<file path="src/rtl/assert_macros.svh">
// Assertion macros for the RTL top file, the one that carries checks.
// No dependencies; include by bare file name.
`ifndef ASSERT_MACROS_SVH
`define ASSERT_MACROS_SVH

// Combinational implication checked at every clock, off during reset.
`define ASSERT_IMPL(label, clk, rst_n, ante, cons, msg) \
    label: assert property (@(posedge clk) disable iff (!rst_n) (ante) |-> (cons)) \
        else $error(msg);

// Next-cycle implication, off during reset.
`define ASSERT_NEXT(label, clk, rst_n, ante, cons, msg) \
    label: assert property (@(posedge clk) disable iff (!rst_n) (ante) |=> (cons)) \
        else $error(msg);

`endif

</file>
<file path="src/rtl/fpp_pkg.sv">
// Shared types and constants of the framed packet parser.
// No dependencies; used by the controller, datapath, top and testbench through scoped names.
package fpp_pkg;

    // result kinds
    localparam logic [2:0] EV_BYTE   = 3'd0;
    localparam logic [2:0] EV_GAP    = 3'd1;
    localparam logic [2:0] EV_LONG   = 3'd2;
    localparam logic [2:0] EV_CHECK  = 3'd3;
    localparam logic [2:0] EV_FOOTER = 3'd4;

    // register indexes
    localparam int unsigned CFG_IDX_W = 2;
    localparam logic [CFG_IDX_W-1:0] CFG_GAP_TIMEOUT = 2'd0;
    localparam logic [CFG_IDX_W-1:0] CFG_START_BYTE  = 2'd1;
    localparam logic [CFG_IDX_W-1:0] CFG_END_BYTE    = 2'd2;

    // register reset values
    localparam logic [7:0] RST_GAP_TIMEOUT = 8'd25;
    localparam logic [7:0] RST_START_BYTE  = 8'h28;
    localparam logic [7:0] RST_END_BYTE    = 8'h29;

    localparam int unsigned OUT_TDATA_W = 88;

    typedef enum logic [5:0] {
        PH_HEADER = 6'b000001,
        PH_ADDR   = 6'b000010,
        PH_LEN    = 6'b000100,
        PH_DATA   = 6'b001000,
        PH_CHECK  = 6'b010000,
        PH_FOOTER = 6'b100000
    } t_phase;

    typedef enum logic [2:0] {
        ST_IDLE = 3'b001,
        ST_READ = 3'b010,
        ST_LOAD = 3'b100
    } t_ctrl_state;

    typedef struct packed {
        logic accept;   // input beat taken this cycle
        logic rd_en;    // read payload store at the emit index
        logic load;     // move read data into the output register
    } t_cmd;

    typedef struct packed {
        logic good_frame;  // presented beat is a matching footer
        logic out_free;    // output register can take a beat
        logic last_byte;   // emit index is the final payload byte
    } t_status;

endpackage

</file>
<file path="src/rtl/fpp_ram.sv">
// Generic single-write, single-read RAM with registered read data.
// No dependencies.
module fpp_ram #(
    parameter int unsigned WIDTH = 8,
    parameter int unsigned DEPTH = 32,
    parameter int unsigned AW    = (DEPTH > 1) ? $clog2(DEPTH) : 1
) (
    input  logic             i_clk,
    input  logic             i_we,
    input  logic [AW-1:0]    i_waddr,
    input  logic [WIDTH-1:0] i_wdata,
    input  logic             i_re,
    input  logic [AW-1:0]    i_raddr,
    output logic [WIDTH-1:0] o_rdata
);

    logic [WIDTH-1:0] r_mem [DEPTH];
    logic [WIDTH-1:0] r_rdata;

    always_ff @(posedge i_clk) begin
        if (i_we) begin
            r_mem[i_waddr] <= i_wdata;
        end
        if (i_re) begin
            r_rdata <= r_mem[i_raddr];
        end
    end

    assign o_rdata = r_rdata;

endmodule

</file>
<file path="src/rtl/fpp_ctrl.sv">
// Controller: input handshake and payload burst sequencing.
// Depends on fpp_pkg.
module fpp_ctrl (
    input  logic             i_clk,
    input  logic             i_rst_n,
    input  logic             i_in_valid,
    output logic             o_in_ready,
    input  fpp_pkg::t_status i_status,
    output fpp_pkg::t_cmd    o_cmd
);

    fpp_pkg::t_ctrl_state r_state;
    fpp_pkg::t_ctrl_state n_state;

    always_comb begin
        n_state      = r_state;
        o_in_ready   = 1'b0;
        o_cmd.accept = 1'b0;
        o_cmd.rd_en  = 1'b0;
        o_cmd.load   = 1'b0;
        case (r_state)
            fpp_pkg::ST_IDLE: begin
                o_in_ready   = i_status.out_free;
                o_cmd.accept = i_in_valid && i_status.out_free;
                if (o_cmd.accept && i_status.good_frame) begin
                    n_state = fpp_pkg::ST_READ;
                end
            end
            fpp_pkg::ST_READ: begin
                o_cmd.rd_en = 1'b1;
                n_state     = fpp_pkg::ST_LOAD;
            end
            fpp_pkg::ST_LOAD: begin
                if (i_status.out_free) begin
                    o_cmd.load = 1'b1;
                    n_state    = i_status.last_byte ? fpp_pkg::ST_IDLE : fpp_pkg::ST_READ;
                end
            end
            default: begin
                n_state = fpp_pkg::ST_IDLE;
            end
        endcase
    end

    always_ff @(posedge i_clk) begin
        if (!i_rst_n) begin
            r_state <= fpp_pkg::ST_IDLE;
        end else begin
            r_state <= n_state;
        end
    end

endmodule

</file>
<file path="src/rtl/fpp_datapath.sv">
// Datapath: config registers, frame parse state, counters, payload store
// and output register. Depends on fpp_pkg and fpp_ram.
module fpp_datapath #(
    parameter int unsigned MAX_PAYLOAD = 32
) (
    input  logic                                 i_clk,
    input  logic                                 i_rst_n,
    input  logic                                 i_cfg_we,
    input  logic [fpp_pkg::CFG_IDX_W-1:0]        i_cfg_idx,
    input  logic [7:0]                           i_cfg_wdata,
    input  logic                                 i_action,
    input  logic [7:0]                           i_byte,
    input  fpp_pkg::t_cmd                        i_cmd,
    output fpp_pkg::t_status                     o_status,
    input  logic                                 i_out_ready,
    output logic                                 o_out_valid,
    output logic [2:0]                           o_event,
    output logic                                 o_last,
    output logic [fpp_pkg::OUT_TDATA_W-1:0]      o_tdata
);

    localparam int unsigned AW  = (MAX_PAYLOAD > 1) ? $clog2(MAX_PAYLOAD) : 1;
    localparam int unsigned LW  = $clog2(MAX_PAYLOAD + 1);
    localparam int unsigned LW1 = LW + 1;
    localparam logic [LW-1:0] MAX_LEN  = LW'(MAX_PAYLOAD);
    localparam logic [7:0]    MAX_BYTE = 8'(MAX_PAYLOAD);

    // config
    logic [7:0] r_gap_timeout;
    logic [7:0] r_start_byte;
    logic [7:0] r_end_byte;

    // parse state
    fpp_pkg::t_phase r_phase, n_phase, w_eff_phase;
    logic [7:0]    r_addr, n_addr;
    logic [LW-1:0] r_exp_len, n_exp_len;
    logic [LW-1:0] r_rx_len, n_rx_len;
    logic [7:0]    r_chk, n_chk;
    logic [7:0]    r_idle, n_idle;
    logic [31:0]   r_good, r_bad;
    logic [LW-1:0] r_rd_idx;

    logic       w_err;
    logic [2:0] w_ev;
    logic       w_good;
    logic       w_we;
    logic [7:0] w_rdata;

    // output register
    logic        r_out_valid;
    logic [2:0]  r_event;
    logic        r_last;
    logic [7:0]  r_o_addr;
    logic [7:0]  r_o_byte;
    logic [4:0]  r_o_idx;
    logic [31:0] r_o_succ;
    logic [31:0] r_o_err;

    always_comb begin
        n_phase     = r_phase;
        n_addr      = r_addr;
        n_exp_len   = r_exp_len;
        n_rx_len    = r_rx_len;
        n_chk       = r_chk;
        n_idle      = r_idle;
        w_eff_phase = r_phase;
        w_err       = 1'b0;
        w_ev        = fpp_pkg::EV_GAP;
        w_good      = 1'b0;
        w_we        = 1'b0;
        if (i_action) begin
            if (r_idle != 8'hFF) begin
                n_idle = r_idle + 8'd1;
            end
        end else begin
            n_idle = 8'd0;
            if (r_phase != fpp_pkg::PH_HEADER && r_idle > r_gap_timeout) begin
                w_err       = 1'b1;
                w_ev        = fpp_pkg::EV_GAP;
                w_eff_phase = fpp_pkg::PH_HEADER;
                n_phase     = fpp_pkg::PH_HEADER;
            end
            case (w_eff_phase)
                fpp_pkg::PH_ADDR: begin
                    n_addr  = i_byte;
                    n_chk   = 8'd0;
                    n_phase = fpp_pkg::PH_LEN;
                end
                fpp_pkg::PH_LEN: begin
                    if (i_byte > MAX_BYTE) begin
                        w_err   = 1'b1;
                        w_ev    = fpp_pkg::EV_LONG;
                        n_phase = fpp_pkg::PH_HEADER;
                    end else begin
                        n_exp_len = LW'(i_byte);
                        n_chk     = r_chk ^ i_byte;
                        n_phase   = fpp_pkg::PH_DATA;
                    end
                end
                fpp_pkg::PH_DATA: begin
                    if (r_rx_len < MAX_LEN) begin
                        w_we     = 1'b1;
                        n_rx_len = r_rx_len + LW'(1);
                    end
                    n_chk = r_chk ^ i_byte;
                    if (n_rx_len >= r_exp_len || n_rx_len >= MAX_LEN) begin
                        n_phase = fpp_pkg::PH_CHECK;
                    end
                end
                fpp_pkg::PH_CHECK: begin
                    if (i_byte != r_chk) begin
                        w_err   = 1'b1;
                        w_ev    = fpp_pkg::EV_CHECK;
                        n_phase = fpp_pkg::PH_HEADER;
                    end else begin
                        n_phase = fpp_pkg::PH_FOOTER;
                    end
                end
                fpp_pkg::PH_FOOTER: begin
                    if (i_byte != r_end_byte) begin
                        w_err = 1'b1;
                        w_ev  = fpp_pkg::EV_FOOTER;
                    end else begin
                        w_good = 1'b1;
                    end
                    n_phase = fpp_pkg::PH_HEADER;
                end
                default: begin
                    n_phase  = (i_byte == r_start_byte) ? fpp_pkg::PH_ADDR
                                                        : fpp_pkg::PH_HEADER;
                    n_rx_len = '0;
                    n_chk    = 8'd0;
                end
            endcase
        end
    end

    // config writes; unknown index ignored
    always_ff @(posedge i_clk) begin
        if (!i_rst_n) begin
            r_gap_timeout <= fpp_pkg::RST_GAP_TIMEOUT;
            r_start_byte  <= fpp_pkg::RST_START_BYTE;
            r_end_byte    <= fpp_pkg::RST_END_BYTE;
        end else if (i_cfg_we) begin
            case (i_cfg_idx)
                fpp_pkg::CFG_GAP_TIMEOUT: r_gap_timeout <= i_cfg_wdata;
                fpp_pkg::CFG_START_BYTE:  r_start_byte  <= i_cfg_wdata;
                fpp_pkg::CFG_END_BYTE:    r_end_byte    <= i_cfg_wdata;
                default: ;
            endcase
        end
    end

    always_ff @(posedge i_clk) begin
        if (!i_rst_n) begin
            r_phase     <= fpp_pkg::PH_HEADER;
            r_addr      <= 8'd0;
            r_exp_len   <= '0;
            r_rx_len    <= '0;
            r_chk       <= 8'd0;
            r_idle      <= 8'd0;
            r_good      <= 32'd0;
            r_bad       <= 32'd0;
            r_rd_idx    <= '0;
            r_out_valid <= 1'b0;
        end else begin
            if (i_cmd.accept) begin
                r_phase   <= n_phase;
                r_addr    <= n_addr;
                r_exp_len <= n_exp_len;
                r_rx_len  <= n_rx_len;
                r_chk     <= n_chk;
                r_idle    <= n_idle;
                if (w_err) begin
                    r_bad <= r_bad + 32'd1;
                end
                if (w_good) begin
                    r_good   <= r_good + 32'd1;
                    r_rd_idx <= '0;
                end
            end else if (i_cmd.load) begin
                r_rd_idx <= r_rd_idx + LW'(1);
            end
            if (i_cmd.accept && w_err) begin
                r_out_valid <= 1'b1;
            end else if (i_cmd.load) begin
                r_out_valid <= 1'b1;
            end else if (i_out_ready) begin
                r_out_valid <= 1'b0;
            end
        end
    end

    // output beat payload
    always_ff @(posedge i_clk) begin
        if (i_cmd.accept && w_err) begin
            r_event  <= w_ev;
            r_last   <= 1'b1;
            r_o_addr <= r_addr;
            r_o_byte <= 8'd0;
            r_o_idx  <= 5'd0;
            r_o_succ <= r_good;
            r_o_err  <= r_bad + 32'd1;
        end else if (i_cmd.load) begin
            r_event  <= fpp_pkg::EV_BYTE;
            r_last   <= o_status.last_byte;
            r_o_addr <= r_addr;
            r_o_byte <= w_rdata;
            r_o_idx  <= 5'(r_rd_idx);
            r_o_succ <= r_good;
            r_o_err  <= r_bad;
        end
    end

    fpp_ram #(
        .WIDTH(8),
        .DEPTH(MAX_PAYLOAD),
        .AW   (AW)
    ) u_store (
        .i_clk  (i_clk),
        .i_we   (i_cmd.accept && w_we),
        .i_waddr(r_rx_len[AW-1:0]),
        .i_wdata(i_byte),
        .i_re   (i_cmd.rd_en),
        .i_raddr(r_rd_idx[AW-1:0]),
        .o_rdata(w_rdata)
    );

    assign o_status.good_frame = w_good;
    assign o_status.out_free   = !r_out_valid || i_out_ready;
    assign o_status.last_byte  = (LW1'(r_rd_idx) + LW1'(1)) == LW1'(r_rx_len);

    assign o_out_valid = r_out_valid;
    assign o_event     = r_event;
    assign o_last      = r_last;
    assign o_tdata     = {3'd0, r_o_err, r_o_succ, r_o_idx, r_o_byte, r_o_addr};

endmodule

</file>
<file path="src/rtl/framed_packet_parser_xor_check.sv">
// An error beat is loaded into the output register when its input beat is taken.
// A good footer starts a payload burst: for each byte, READ does a registered read
// of the payload RAM, then LOAD moves it to the output register when that is free.
// Input is held off for the burst. Other beats: 1/cycle while the output is free.
// Reset: synchronous active low; clears parse state, counters, output valid and
// restores config defaults. Payload RAM is not cleared (read only after written).
`include "assert_macros.svh"

module framed_packet_parser_xor_check #(
    parameter int unsigned MAX_PAYLOAD = 32
) (
    input  logic                              i_clk,
    input  logic                              i_rst_n,
    // config write port
    input  logic                              i_cfg_we,
    input  logic [fpp_pkg::CFG_IDX_W-1:0]     i_cfg_idx,
    input  logic [7:0]                        i_cfg_wdata,
    // input stream
    input  logic                              s_axis_tvalid,
    output logic                              s_axis_tready,
    input  logic [7:0]                        s_axis_tdata,  // [7:0] data_byte
    input  logic                              s_axis_tuser,  // [0] action (1 = ms tick)
    // result stream
    output logic                              m_axis_tvalid,
    input  logic                              m_axis_tready,
    // [7:0] address, [15:8] payload_byte, [20:16] payload_index,
    // [52:21] success_count, [84:53] error_count, [87:85] zero
    output logic [fpp_pkg::OUT_TDATA_W-1:0]   m_axis_tdata,
    output logic [2:0]                        m_axis_tuser,  // [2:0] event_res
    output logic                              m_axis_tlast   // last
);

    fpp_pkg::t_cmd    w_cmd;
    fpp_pkg::t_status w_status;

    // handshake and burst sequencing
    fpp_ctrl u_ctrl (
        .i_clk     (i_clk),
        .i_rst_n   (i_rst_n),
        .i_in_valid(s_axis_tvalid),
        .o_in_ready(s_axis_tready),
        .i_status  (w_status),
        .o_cmd     (w_cmd)
    );

    // parse state, counters, payload store, output register
    fpp_datapath #(
        .MAX_PAYLOAD(MAX_PAYLOAD)
    ) u_datapath (
        .i_clk      (i_clk),
        .i_rst_n    (i_rst_n),
        .i_cfg_we   (i_cfg_we),
        .i_cfg_idx  (i_cfg_idx),
        .i_cfg_wdata(i_cfg_wdata),
        .i_action   (s_axis_tuser),
        .i_byte     (s_axis_tdata),
        .i_cmd      (w_cmd),
        .o_status   (w_status),
        .i_out_ready(m_axis_tready),
        .o_out_valid(m_axis_tvalid),
        .o_event    (m_axis_tuser),
        .o_last     (m_axis_tlast),
        .o_tdata    (m_axis_tdata)
    );

    // ready only when the output slot can absorb a beat
    `ASSERT_IMPL(a_ready_needs_slot, i_clk, i_rst_n, s_axis_tready, (!m_axis_tvalid || m_axis_tready), "input ready while output slot is full")
    // a good footer blocks input for the burst
    `ASSERT_NEXT(a_burst_blocks_in, i_clk, i_rst_n, (w_cmd.accept && w_status.good_frame), !s_axis_tready, "input ready right after good footer")
    // error beats always carry last
    `ASSERT_IMPL(a_err_last, i_clk, i_rst_n, (m_axis_tvalid && m_axis_tuser != fpp_pkg::EV_BYTE), m_axis_tlast, "error beat without last")
    // no burst read while an input beat is taken
    `ASSERT_IMPL(a_cmd_excl, i_clk, i_rst_n, w_cmd.accept, (!w_cmd.rd_en && !w_cmd.load), "accept overlaps burst command")

endmodule

</file>
<file path="config.mk">
export PLATFORM = sky130hd
export DESIGN_NAME = framed_packet_parser_xor_check
export DESIGN_NICKNAME = d
export VERILOG_FILES = /design/src/rtl/fpp_pkg.sv /design/src/rtl/fpp_ram.sv /design/src/rtl/fpp_ctrl.sv /design/src/rtl/fpp_datapath.sv /design/src/rtl/framed_packet_parser_xor_check.sv
export VERILOG_INCLUDE_DIRS = /design/src /design/src/rtl
export SDC_FILE = /design/constraint.sdc
export NUM_CORES = 1
export LEC_CHECK = 0
export ABC_AREA = 1
export ABC_CLOCK_PERIOD_IN_PS = 4700
export BUFFER_PORTS_ARGS = -buffer_cell sky130_fd_sc_hd__buf_2
export CAP_MARGIN = 20
export CORE_ASPECT_RATIO = 1.5
export CORE_UTILIZATION = 45
export CTS_CLUSTER_SIZE = 10
export DETAILED_ROUTE_END_ITERATION = 8
export GPL_TIMING_DRIVEN = 0
export PLACE_DENSITY_LB_ADDON = 0.3
export SETUP_SLACK_MARGIN = 0.4
export SLEW_MARGIN = 5
export SYNTH_ARGS = -nofsm -noshare
export SYNTH_HDL_FRONTEND = slang
export SYNTH_SLANG_ARGS = --single-unit
</file>
<file path="constraint.sdc">
create_clock -name i_clk -period 4.7 [get_ports i_clk]
set_input_delay 0.94 -clock i_clk [delete_from_list [all_inputs] [get_ports i_clk]]
set_output_delay 0.94 -clock i_clk [all_outputs]
set_load 0.02 [all_outputs]
</file>
==> results of run 1 <==
-- metal layers --
metal / global-route usage / vias up
li1: - / 7684
met1: 0.2833 / 7878
met2: 0.4565 / 708
met3: 0.03123 / 211
met4: 0.1638 / 0
met5: 0 / -
-- registers in the layout, indices dropped and copies added (netlist names), 5 cells and up --
signal                      cells
u_datapath.r_o_idx              5
u_datapath.u_store.o_rdata      8
u_datapath.r_addr               8
u_datapath.r_gap_timeout        8
u_datapath.r_rd_idx             6
u_datapath.r_start_byte         8
u_datapath.r_exp_len            6
u_datapath.r_rx_len             6
u_datapath.r_end_byte           8
u_datapath.r_good              32
u_datapath.r_o_addr             8
u_datapath.r_bad               32
u_datapath.r_chk                8
u_datapath.u_store.r_mem      256
u_datapath.r_o_byte             8
u_datapath.r_phase              6
u_datapath.r_idle               8
u_datapath.r_o_err             32
u_datapath.r_o_succ            32
-- worst max-delay path, delay by kind of cell, from the launching register on --
family / cells / cell delay, ns
AOI/OAI and AO/OA: 1 / 0.11
adders and majority gates: 1 / 0.29
buffers and inverters: 2 / 0.12
DFF: 1 / 0.31
and+or+nand+nor: 10 / 2.51
-- area by class of cell --
class | instances | area, µm² | share of cell area
buffer | 110 | 473.0 | 0.01962
clock buffer | 96 | 1530 | 0.06348
clock inverter | 5 | 62.56 | 0.002595
inverter | 120 | 450.4 | 0.01869
multi-input combinational | 1368 | 6977 | 0.2894
sequential | 493 | 13260 | 0.5502
tap | 588 | 735.7 | 0.03052
timing repair buffer | 117 | 613.1 | 0.02543
-- logic make-up (layout without fill, tap and decap cells) --
group | after synthesis | in the layout | synth area share
DFF | 493 | 493 | 0.6271
other | 1 | 3 | 0.0001773
AOI/OAI and AO/OA | 394 | 394 | 0.1058
adders and majority gates | 22 | 22 | 0.01302
xor gates and xnor gates | 83 | 83 | 0.03437
and+or+nand+nor | 866 | 866 | 0.1758
buffers and inverters | 230 | 448 | 0.04366
-- stage by stage --
step	cell area [µm²]	setup TNS [ns]	std cells	hold WS [ns]	setup slack [ns]
floorplan	21160	0	2091	0.4086	0.5561
global placement	22460	-102.42	2793	0.4174	-1.372
detailed placement	22500	0	2794	0.4189	0.4718
CTS	24090	0	2895	0.4346	0.9594
global route	24100	0	2897	0.4449	0.7149
finish	24100	0	2897	0.4350	0.9629
-- path summary, 6_finish.rpt --
| check | startpoint | end | slack, ns | cells past startpoint |
|---|---|---|---|---|
| setup reg to reg | u_datapath.r_gap_timeout[7] | u_datapath.u_store.r_mem[9][2] | 0.96 | 14 |
| hold reg to reg | u_datapath.r_addr[6] | u_datapath.r_o_addr[6] | 0.44 | 0 |
| hold / removal | u_datapath.r_addr[6] | u_datapath.r_o_addr[6] | 0.44 | 0 |
| setup / recovery | u_datapath.r_gap_timeout[7] | u_datapath.u_store.r_mem[9][2] | 0.96 | 14 |
-- layout by cell type (no fill, tap or decap), types with 22 or more instances in the layout --
cell type and n:
sky130_fd_sc_hd__edfxtp_1 339, sky130_fd_sc_hd__nand2_1 322, sky130_fd_sc_hd__nor2_1 308, sky130_fd_sc_hd__o21ai_0 176, sky130_fd_sc_hd__dfxtp_1 154, sky130_fd_sc_hd__buf_2 126, sky130_fd_sc_hd__clkbuf_1 124, sky130_fd_sc_hd__a21oi_1 121
sky130_fd_sc_hd__inv_1 111, sky130_fd_sc_hd__nand3_1 109, sky130_fd_sc_hd__xor2_1 59, sky130_fd_sc_hd__clkbuf_16 55, sky130_fd_sc_hd__o221ai_1 48, sky130_fd_sc_hd__nand4_1 46, sky130_fd_sc_hd__nor3_1 39, sky130_fd_sc_hd__xnor2_1 24
sky130_fd_sc_hd__ha_1 22
-- report_power, final --
group | internal, mW | switching, mW | total [mW]
registers | 4.64 | 0.0184 | 4.66
clock network | 2.20 | 1.69 | 3.89
logic | 0.0811 | 0.237 | 0.318
total | 6.92 | 1.94 | 8.87
==> reports/qor.txt, run 1 <==
RUN STATUS
---------------------------------------------------------------------------------
Status .............................................................    completed

GLOBAL ROUTING
---------------------------------------------------------------------------------
Global-route wire length before repair .............................     92210 µm
Pin count of the biggest net entering global routing ...............           71
Total Routing Usage GR .............................................       0.2557
Number of global-route vias before repair ..........................       16.31k
Total overflow reported by the global router .......................            0
Initial antenna violation count ....................................            0

CTS
---------------------------------------------------------------------------------
Post-CTS setup buffer count ........................................            0
CTS tree ...........................................................         done
CTS clk-pin slew, worst paths ......................................      0.06 ns
Number of buffers inserted during clock tree synthesis .............           55
Clock sink count ...................................................          493
# hold bufs at CTS .................................................            0
CTS H-tree lvls ....................................................            2
Source-to-sink clock delay at the later pin of the worst-skew pair .      0.60 ns
Root buffer cell ................................................... sky130_fd_sc_hd__clkbuf_16
Post-cts gate resize count .........................................            0
Buffers from clock root to sink, at most ...........................            3

PLACE
---------------------------------------------------------------------------------
Final HPWL DP ......................................................     43680 µm
Count of buffers from port buffering ...............................          114
Final GP Congestion ................................................        1.034

SYNTH
---------------------------------------------------------------------------------
Post-synthesis cell count ..........................................         2089
Synthesized area per cell ..........................................    10.12 µm²
Area of the mapped netlist .........................................    21150 µm²
Yosys warning count ................................................            0
Unique cell type count in the Yosys netlist ........................           45
Cell taking the most area after synthesis .......................... sky130_fd_sc_hd__edfxtp_1
Cell types with the highest counts after synthesis ................. 339 x sky130_fd_sc_hd__edfxtp_1, 323 x sky130_fd_sc_hd__nand2_1, 308 x sky130_fd_sc_hd__nor2_1, 176 x sky130_fd_sc_hd__o21ai_0, 154 x sky130_fd_sc_hd__dfxtp_1
Share of the synthesized area in the top cell type .................       0.4814
Number of synthesized register bits ................................          493
Dominant register cell in the synthesized netlist .................. sky130_fd_sc_hd__edfxtp_1
Top area cells in the synthesized netlist .......................... sky130_fd_sc_hd__edfxtp_1 48%, sky130_fd_sc_hd__dfxtp_1 15%, sky130_fd_sc_hd__nand2_1 5.7%
Part of the Yosys area used for sequential elements ................       0.6271
Number of synthesized flops with an enable pin .....................          339
Most instantiated library cell after synthesis ..................... sky130_fd_sc_hd__edfxtp_1
Async S/R FF share, synth ..........................................            0

TIMING
---------------------------------------------------------------------------------
Transition time at the pin with the least slew margin ..............     1.175 ns
Highest clock rate .................................................   0.2676 GHz
Count of endpoints failing hold in the final timing report .........            0
RSZ-0062 raised after global routing ...............................        false
Final period util ..................................................       0.7951
Final critical-path required period ................................     3.737 ns
Max-slew headroom at the worst pin .................................       0.2137
Worst clock skew on the final layout ...............................   0.02345 ns
Final slew viol count ..............................................            0
Setup violations, final ............................................            0

DETAILED ROUTING
---------------------------------------------------------------------------------
WL final ...........................................................     60750 µm
Uppermost signal routing layer after detailed routing ..............         met4
Via count normalized by instance count .............................        5.689
First drt pass iteration count .....................................            5
Number of antenna-violating nets in the routed design ..............            0
Total DRC errors in the routed layout ..............................            0
Routed length on met3 ..............................................      3407 µm
Post-detailed-route wirelength per cell ............................     20.97 µm
Total vias in the final route ......................................       16.48k
Met2 Routed Length .................................................     30770 µm
Wl on met1 .........................................................     22300 µm
DRT iter0 DRCs .....................................................         1388

JOB
---------------------------------------------------------------------------------
MaxCap Viol Count ..................................................            0

POWER
---------------------------------------------------------------------------------
Total Power Consumption ............................................     8.867 mW
VDD IR max .........................................................     277.9 µV
Pwr dens ........................................................... 367.9 nW/µm²
Cell leakage power .................................................     8.458 nW

CELLS AND AREA
---------------------------------------------------------------------------------
NumNets Final ......................................................         2311
Fraction of final layout cells with drive strength greater than 1 ..      0.09658
Area Overhead vs Synth .............................................       13.98%
Fin util ...........................................................       0.5240
Filler Cells Inserted ..............................................         4132
Antenna cells ......................................................            0

CRITICAL PATH
---------------------------------------------------------------------------------
Largest incremental delay on the critical path .....................      0.98 ns
Endpoint kind of the worst setup timing path .......................     register
Ordered cell list for the critical path ............................ inv_1 > ha_1 > nand2_1 > nor2_1 > nand2_1 > o21ai_1 > inv_2 > nand2_4 > nand2_1 > nor3_1 > nand2_1 > nor3_2 > nand2_1 > nor2_1
Data arrival time of the critical path .............................      3.93 ns
Kind of launch point of the worst setup path .......................     register
Top cell by count, worst path ...................................... sky130_fd_sc_hd__nand2_1
Cell type of the slowest stage on the worst timing path ............ sky130_fd_sc_hd__nor2_1
Data required time of the critical path ............................      4.89 ns
Type of the setup path with the least slack ........................      reg2reg
Worst-path maximum fanout ..........................................           10

FLOORPLAN
---------------------------------------------------------------------------------
Placeable core region ..............................................    46000 µm²
Die Ht .............................................................     267.5 µm
Die area ...........................................................    47880 µm²
Total I/O pin count ................................................          118
Starting utilization of the core area ..............................       0.4597
Site row count .....................................................           96
Chip Width .........................................................       179 µm

MIN PATH
---------------------------------------------------------------------------------
Kind of path behind the tightest hold check ........................      reg2reg

Note: power is estimated with default switching activity, not from simulation.
==> inputs of run 2 (changes only) <==
ABC_CLOCK_PERIOD_IN_PS = 3900   (was 4700)
clock period = 3.9 ns   (was 4.7 ns; I/O delays follow)
==> reports/qor.txt, run 2 (synthesis gave the netlist of run 1 again) <==
CRITICAL PATH
-------------------------------------------------------------------------------------
Data required time of the critical path ................................      4.21 ns
Worst-path maximum fanout ..............................................           73
Kind of launch point of the worst setup path ........................... primary input
Endpoint kind of the worst setup timing path ...........................     register
Data arrival time of the critical path .................................      3.54 ns
Type of the setup path with the least slack ............................       in2reg

CELLS AND AREA
-------------------------------------------------------------------------------------
Fraction of final layout cells with drive strength greater than 1 ......       0.1133
Most used cells in the layout excluding fill and tap cells ............. 339 x sky130_fd_sc_hd__edfxtp_1, 318 x sky130_fd_sc_hd__nand2_1, 276 x sky130_fd_sc_hd__nor2_1, 176 x sky130_fd_sc_hd__o21ai_0, 154 x sky130_fd_sc_hd__dfxtp_1
Most frequent standard cell in the layout excluding fill and tap cells . sky130_fd_sc_hd__edfxtp_1
Fin area ...............................................................    24430 µm²
Number of flip-flops under the largest register name ...................          256
Area Overhead vs Synth .................................................       15.52%
Largest Register ....................................................... u_datapath.u_store.r_mem
Antenna cells ..........................................................            0
NumNets Final ..........................................................         2315

GLOBAL ROUTING
-------------------------------------------------------------------------------------
Global-route wire length before repair .................................     91090 µm
Initial antenna violation count ........................................            0
Total overflow reported by the global router ...........................            0
Pin count of the biggest net entering global routing ...................           74
Total Routing Usage GR .................................................       0.2547
Number of global-route vias before repair ..............................       15.95k

CTS
-------------------------------------------------------------------------------------
Clock sink count .......................................................          493
Root buffer cell ....................................................... sky130_fd_sc_hd__clkbuf_16
Source-to-sink clock delay at the later pin of the worst-skew pair .....      0.61 ns
Buffers from clock root to sink, at most ...............................            3
CTS H-tree lvls ........................................................            2
CTS tree ...............................................................         done
CTS clk-pin slew, worst paths ..........................................      0.06 ns
Number of buffers inserted during clock tree synthesis .................           55

POWER
-------------------------------------------------------------------------------------
Total Power Consumption ................................................     10.72 mW
Pwr dens ............................................................... 438.7 nW/µm²
VDD IR max .............................................................     491.7 µV
Cell leakage power .....................................................     8.532 nW

TIMING
-------------------------------------------------------------------------------------
Count of endpoints failing hold in the final timing report .............            0
Highest clock rate .....................................................   0.3094 GHz
RSZ-0062 raised after global routing ...................................        false
Final period util ......................................................       0.8288
Worst clock skew on the final layout ...................................   0.02968 ns
Final critical-path required period ....................................     3.232 ns
Max-slew headroom at the worst pin .....................................       0.4305
Setup violations, final ................................................            0
Final slew viol count ..................................................            0
Transition time at the pin with the least slew margin ..................    0.8477 ns

DETAILED ROUTING
-------------------------------------------------------------------------------------
WL final ...............................................................     60740 µm
Via count normalized by instance count .................................        5.659
DRT iter0 DRCs .........................................................         1424
Post-detailed-route wirelength per cell ................................     20.94 µm
Number of antenna-violating nets in the routed design ..................            0
Total DRC errors in the routed layout ..................................            0
First drt pass iteration count .........................................            5
Total vias in the final route ..........................................       16.42k

PLACE
-------------------------------------------------------------------------------------
Placed Instance Area ...................................................    22510 µm²
Count of buffers from port buffering ...................................          114
Final HPWL DP ..........................................................     43760 µm
Final GP Congestion ....................................................        1.026

FLOORPLAN
-------------------------------------------------------------------------------------
Die Ht .................................................................     267.5 µm
Total I/O pin count ....................................................          118
Placeable core region ..................................................    46000 µm²
Chip Width .............................................................       179 µm
Site row count .........................................................           96
Starting utilization of the core area ..................................       0.4597
Die area ...............................................................    47880 µm²

MIN PATH
-------------------------------------------------------------------------------------
Kind of path behind the tightest hold check ............................       in2reg

JOB
-------------------------------------------------------------------------------------
MaxCap Viol Count ......................................................            0

RUN STATUS
-------------------------------------------------------------------------------------
Status .................................................................    completed

-- run 2: changes by cell type in the layout (fill, tap and decap cells not counted), sizes merged --
cell | before | now
clkbuf | 179 | 183
buf | 144 | 146
clkinv | 8 | 6
-- run 2: stage by stage --
stage / cells / hold slack [ns] / setup WS [ns] / util / setup TNS [ns]
floorplan: 2091 / 0.4086 / 0.6672 / - / 0
global placement: 2793 / 0.4189 / -0.9226 / 0.4883 / -73.14
detailed placement: 2795 / 0.4158 / -0.1921 / 0.4893 / -11.63
CTS: 2896 / 0.4026 / 0.2864 / 0.5250 / 0
global route: 2901 / 0.4218 / 0.4045 / 0.5310 / 0
finish: 2901 / 0.4224 / 0.6678 / 0.5310 / 0
-- run 2: worst max-delay path, stage by stage --
cell	delay (ns)
sky130_fd_sc_hd__buf_2	0.56
sky130_fd_sc_hd__clkbuf_1	0.42
sky130_fd_sc_hd__xnor2_1	0.17
sky130_fd_sc_hd__nand4_1	0.11
sky130_fd_sc_hd__nor2_1	0.25
sky130_fd_sc_hd__nand3b_2	0.20
sky130_fd_sc_hd__nand3_2	0.18
sky130_fd_sc_hd__nand2_1	0.15
sky130_fd_sc_hd__buf_2	0.27
sky130_fd_sc_hd__nand2_4	0.13
sky130_fd_sc_hd__buf_16	0.26
-- run 2: path summary, 6_finish.rpt --
path	startpoint	to	slack (ns)	depth (start not counted)
setup / recovery	s_axis_tdata[2]	u_datapath.r_o_succ[11]	0.67	11
hold / removal	i_cfg_wdata[3]	u_datapath.r_start_byte[3]	0.42	3
setup reg to reg	u_datapath.r_gap_timeout[7]	u_datapath.u_store.r_mem[11][2]	0.67	16
hold reg to reg	u_datapath.r_addr[3]	u_datapath.r_o_addr[3]	0.43	0
-- run 2: power by group --
| group | switching, mW | internal [mW] | leakage [nW] | total, mW |
|---|---|---|---|---|
| sequential | 0.0229 | 5.60 | 4.17 | 5.62 |
| clock | 2.03 | 2.67 | 0.758 | 4.70 |
| combinational | 0.301 | 0.0997 | 3.60 | 0.401 |
-- run 2: cell type report --
| type | instances | area, µm² |
|---|---|---|
| repair buffers | 121 | 664.4 |
| plain buffers | 110 | 473.0 |
| flip-flops and latches | 493 | 13260 |
| clock inverters | 3 | 52.55 |
| well taps | 588 | 735.7 |
| clock buffers | 98 | 1548 |
| multi-input cells | 1368 | 7243 |
| inverters | 120 | 450.4 |
| fillers | 4135 | 21570 |
-- run 2: timing repair --
action	4_1_cts	5_1_grt
hold endpoints to repair	0	0
resized for setup	18	55
gates cloned	0	0
pin swaps	0	2
setup buffers	0	5
setup endpoints to repair	173	313
hold buffers	0	0
-- run 2: per-layer routing --
metal | up-vias | part of all wire | global-route usage
li1 | 7702 | - | -
met1 | 7801 | 0.36 | 0.2820
met2 | 724 | 0.51 | 0.4539
met3 | 189 | 0.059 | 0.03478
met4 | 0 | 0.065 | 0.1599
met5 | - | 0 | 0
==> inputs of run 3 (changes only) <==
ABC_CLOCK_PERIOD_IN_PS = 2700   (was 3900)
clock period = 2.7 ns   (was 3.9 ns; I/O delays follow)
==> reports/qor.txt, run 3 (synthesis gave the netlist of run 1 again) <==
RUN STATUS
-------------------------------------------------------------------------------------
Status .................................................................    completed

GLOBAL ROUTING
-------------------------------------------------------------------------------------
Global-route wire length before repair .................................     97260 µm
Total overflow reported by the global router ...........................            0
Pin count of the biggest net entering global routing ...................           34
Number of global-route vias before repair ..............................       16.54k
Total Routing Usage GR .................................................       0.2730
Initial antenna violation count ........................................            0

JOB
-------------------------------------------------------------------------------------
MaxCap Viol Count ......................................................            0

DETAILED ROUTING
-------------------------------------------------------------------------------------
Number of antenna-violating nets in the routed design ..................            0
Total vias in the final route ..........................................       17.12k
DRT iter0 DRCs .........................................................         1486
Total DRC errors in the routed layout ..................................            0
Met2 Routed Length .....................................................     34860 µm
WL final ...............................................................     66830 µm
Post-detailed-route wirelength per cell ................................     22.51 µm
Routed length on met3 ..................................................      3894 µm
Wl on met1 .............................................................     23840 µm
First drt pass iteration count .........................................            7
Uppermost signal routing layer after detailed routing ..................         met4
Via count normalized by instance count .................................        5.765

CELLS AND AREA
-------------------------------------------------------------------------------------
Antenna cells ..........................................................            0
Area Overhead vs Synth .................................................       26.49%
Fin util ...............................................................       0.5815
Number of flip-flops under the largest register name ...................          256
Most used cells in the layout excluding fill and tap cells ............. 339 x sky130_fd_sc_hd__edfxtp_1, 266 x sky130_fd_sc_hd__nor2_1, 236 x sky130_fd_sc_hd__nand2_1, 175 x sky130_fd_sc_hd__o21ai_0, 137 x sky130_fd_sc_hd__dfxtp_1
NumNets Final ..........................................................         2396
Fraction of final layout cells with drive strength greater than 1 ......       0.2356
Most frequent standard cell in the layout excluding fill and tap cells . sky130_fd_sc_hd__edfxtp_1
Largest Register ....................................................... u_datapath.u_store.r_mem

CRITICAL PATH
-------------------------------------------------------------------------------------
Data required time of the critical path ................................      3.01 ns
Worst-path maximum fanout ..............................................            7
Reg-to-reg critical path endpoint ...................................... u_datapath.r_o_succ[8]
Worst reg-to-reg setup slack ...........................................      0.06 ns
Type of the setup path with the least slack ............................      reg2reg
Endpoint kind of the worst setup timing path ...........................     register
Start of the worst register-to-register path ........................... u_datapath.r_idle[5]
Cell count of the worst reg-to-reg path ................................           15
Kind of launch point of the worst setup path ...........................     register
Data arrival time of the critical path .................................      2.94 ns

CTS
-------------------------------------------------------------------------------------
CTS clk-pin slew, worst paths ..........................................      0.06 ns
Clock sink count .......................................................          493
# hold bufs at CTS .....................................................            0
CTS H-tree lvls ........................................................            2
Root buffer cell ....................................................... sky130_fd_sc_hd__clkbuf_16
Source-to-sink clock delay at the later pin of the worst-skew pair .....      0.63 ns
Buffers from clock root to sink, at most ...............................            3
Number of buffers inserted during clock tree synthesis .................           55
CTS tree ...............................................................         done

MIN PATH
-------------------------------------------------------------------------------------
Kind of path behind the tightest hold check ............................       in2reg
Worst Hold Path Cells ..................................................            3
Hold_sp ................................................................ i_cfg_wdata[5]
Worst Hold End ......................................................... u_datapath.r_start_byte[5]

FLOORPLAN
-------------------------------------------------------------------------------------
Total I/O pin count ....................................................          118
Placeable core region ..................................................    46000 µm²
Die Ht .................................................................     267.5 µm
Site row count .........................................................           96
Chip Width .............................................................       179 µm
Die area ...............................................................    47880 µm²
Starting utilization of the core area ..................................       0.4597

TIMING
-------------------------------------------------------------------------------------
Final critical-path required period ....................................     2.638 ns
Setup violations, final ................................................            0
Final slew viol count ..................................................            0
Worst clock skew on the final layout ...................................   0.03604 ns
Worst hold slack across all endpoints ..................................    0.1954 ns
Final Worst Setup Slack ................................................   0.06201 ns
Highest clock rate .....................................................   0.3791 GHz
Final period util ......................................................       0.9770
RSZ-0062 raised after global routing ...................................         true
Max-slew headroom at the worst pin .....................................       0.3350
Count of endpoints failing hold in the final timing report .............            0
Transition time at the pin with the least slew margin ..................    0.9975 ns

PLACE
-------------------------------------------------------------------------------------
Final GP Congestion ....................................................       0.9445
Count of buffers from port buffering ...................................          114
Final HPWL DP ..........................................................     44400 µm
Setup WS pre-CTS .......................................................    -1.003 ns

POWER
-------------------------------------------------------------------------------------
Cell leakage power .....................................................     9.340 nW
VDD IR max .............................................................     550.4 µV
Pwr dens ............................................................... 582.0 nW/µm²

## run 3: changes by cell type in the layout (fill, tap and decap cells not counted), moves of 14 or more
| cell | delta |
|---|---|
| sky130_fd_sc_hd__nand2_1 | -82 |
| sky130_fd_sc_hd__clkbuf_1 | -49 |
| sky130_fd_sc_hd__nand2_2 | +41 |
| sky130_fd_sc_hd__nand2_4 | +39 |
| sky130_fd_sc_hd__buf_12 | +31 |
| sky130_fd_sc_hd__buf_4 | +29 |
| sky130_fd_sc_hd__a21oi_1 | -28 |
| sky130_fd_sc_hd__a21oi_2 | +28 |
| sky130_fd_sc_hd__clkbuf_2 | +24 |
| sky130_fd_sc_hd__dfxtp_1 | -17 |
| sky130_fd_sc_hd__buf_6 | +15 |
| sky130_fd_sc_hd__nand2_8 | +15 |
| sky130_fd_sc_hd__buf_2 | -14 |
## run 3: metrics by stage
| stage | setup TNS [ns] | area (µm²) | total power, mW | instances |
|---|---|---|---|---|
| floorplan | 0 | 21410 | 8.608 | 2091 |
| global placement | -311.16 | 22720 | 8.830 | 2793 |
| detailed placement | -331.54 | 22720 | 8.845 | 2793 |
| CTS | 0 | 25700 | 15.55 | 2943 |
| global route | -1.050 | 26750 | 15.99 | 2969 |
| finish | 0 | 26750 | 15.57 | 2969 |
## run 3: worst max-delay path, cell delays in order (launching register included)
cell	delay, ns
sky130_fd_sc_hd__dfxtp_4	0.35
sky130_fd_sc_hd__ha_4	0.24
sky130_fd_sc_hd__a21oi_1	0.12
sky130_fd_sc_hd__nor2_1	0.05
sky130_fd_sc_hd__nor2_1	0.14
sky130_fd_sc_hd__nand2_2	0.10
sky130_fd_sc_hd__nand2_4	0.13
sky130_fd_sc_hd__nand3_4	0.10
sky130_fd_sc_hd__buf_6	0.14
sky130_fd_sc_hd__nor2_4	0.21
sky130_fd_sc_hd__nand3b_4	0.12
sky130_fd_sc_hd__nand3_4	0.16
sky130_fd_sc_hd__nand2_8	0.09
sky130_fd_sc_hd__buf_12	0.13
sky130_fd_sc_hd__buf_16	0.15
sky130_fd_sc_hd__nand2_8	0.11
## run 3: routing by layer
layer	vias up	global-route usage
met4	0	0.1640
met5	-	0
met3	202	0.03379
met2	775	0.4905
li1	7882	-
met1	8257	0.3041
## run 3: worst max-delay path by stage
stage,endpoint,slack (ns),cells after the start,from
6_report,u_datapath.r_o_succ[8],0.06,15,u_datapath.r_idle[5]
5_1_grt,u_datapath.r_good[10],-0.04,17,u_datapath.r_idle[5]
4_1_cts,u_datapath.u_store.r_mem[8][2],0.03,16,u_datapath.r_gap_timeout[6]
3_5_place_dp,u_datapath.r_o_err[29],-1.00,10,s_axis_tdata[3]
3_3_place_gp,u_datapath.u_store.r_mem[9][3],-0.96,11,m_axis_tready
2_1_floorplan,u_datapath.u_store.r_mem[10][0],0.14,14,u_datapath.r_gap_timeout[7]
## run 3: cell type report
type / instances / area, µm²
Inverter: 120 / 462.9
Buffer: 110 / 689.4
Clock buffer: 83 / 1481
Sequential cell: 493 / 13300
Tap cell: 588 / 735.7
Timing Repair Buffer: 189 / 1617
Multi-Input combinational cell: 1381 / 8389
Fill cell: 3809 / 19250
Clock inverter: 5 / 78.83
## run 3: report_power, final
group	internal, mW	total (mW)	switching (mW)
sequential	8.08	8.12	0.0369
clock	3.76	6.75	2.99
combinational	0.205	0.701	0.496
total	12.1	15.6	3.52
## run 3: repair_timing
| item | in CTS | in global routing |
|---|---|---|
| resized for setup | 142 | 237 |
| gates cloned | 14 | 6 |
| setup endpoints to repair | 494 | 495 |
| pin swaps | 37 | 72 |
| buffers inserted | 48 | 20 |
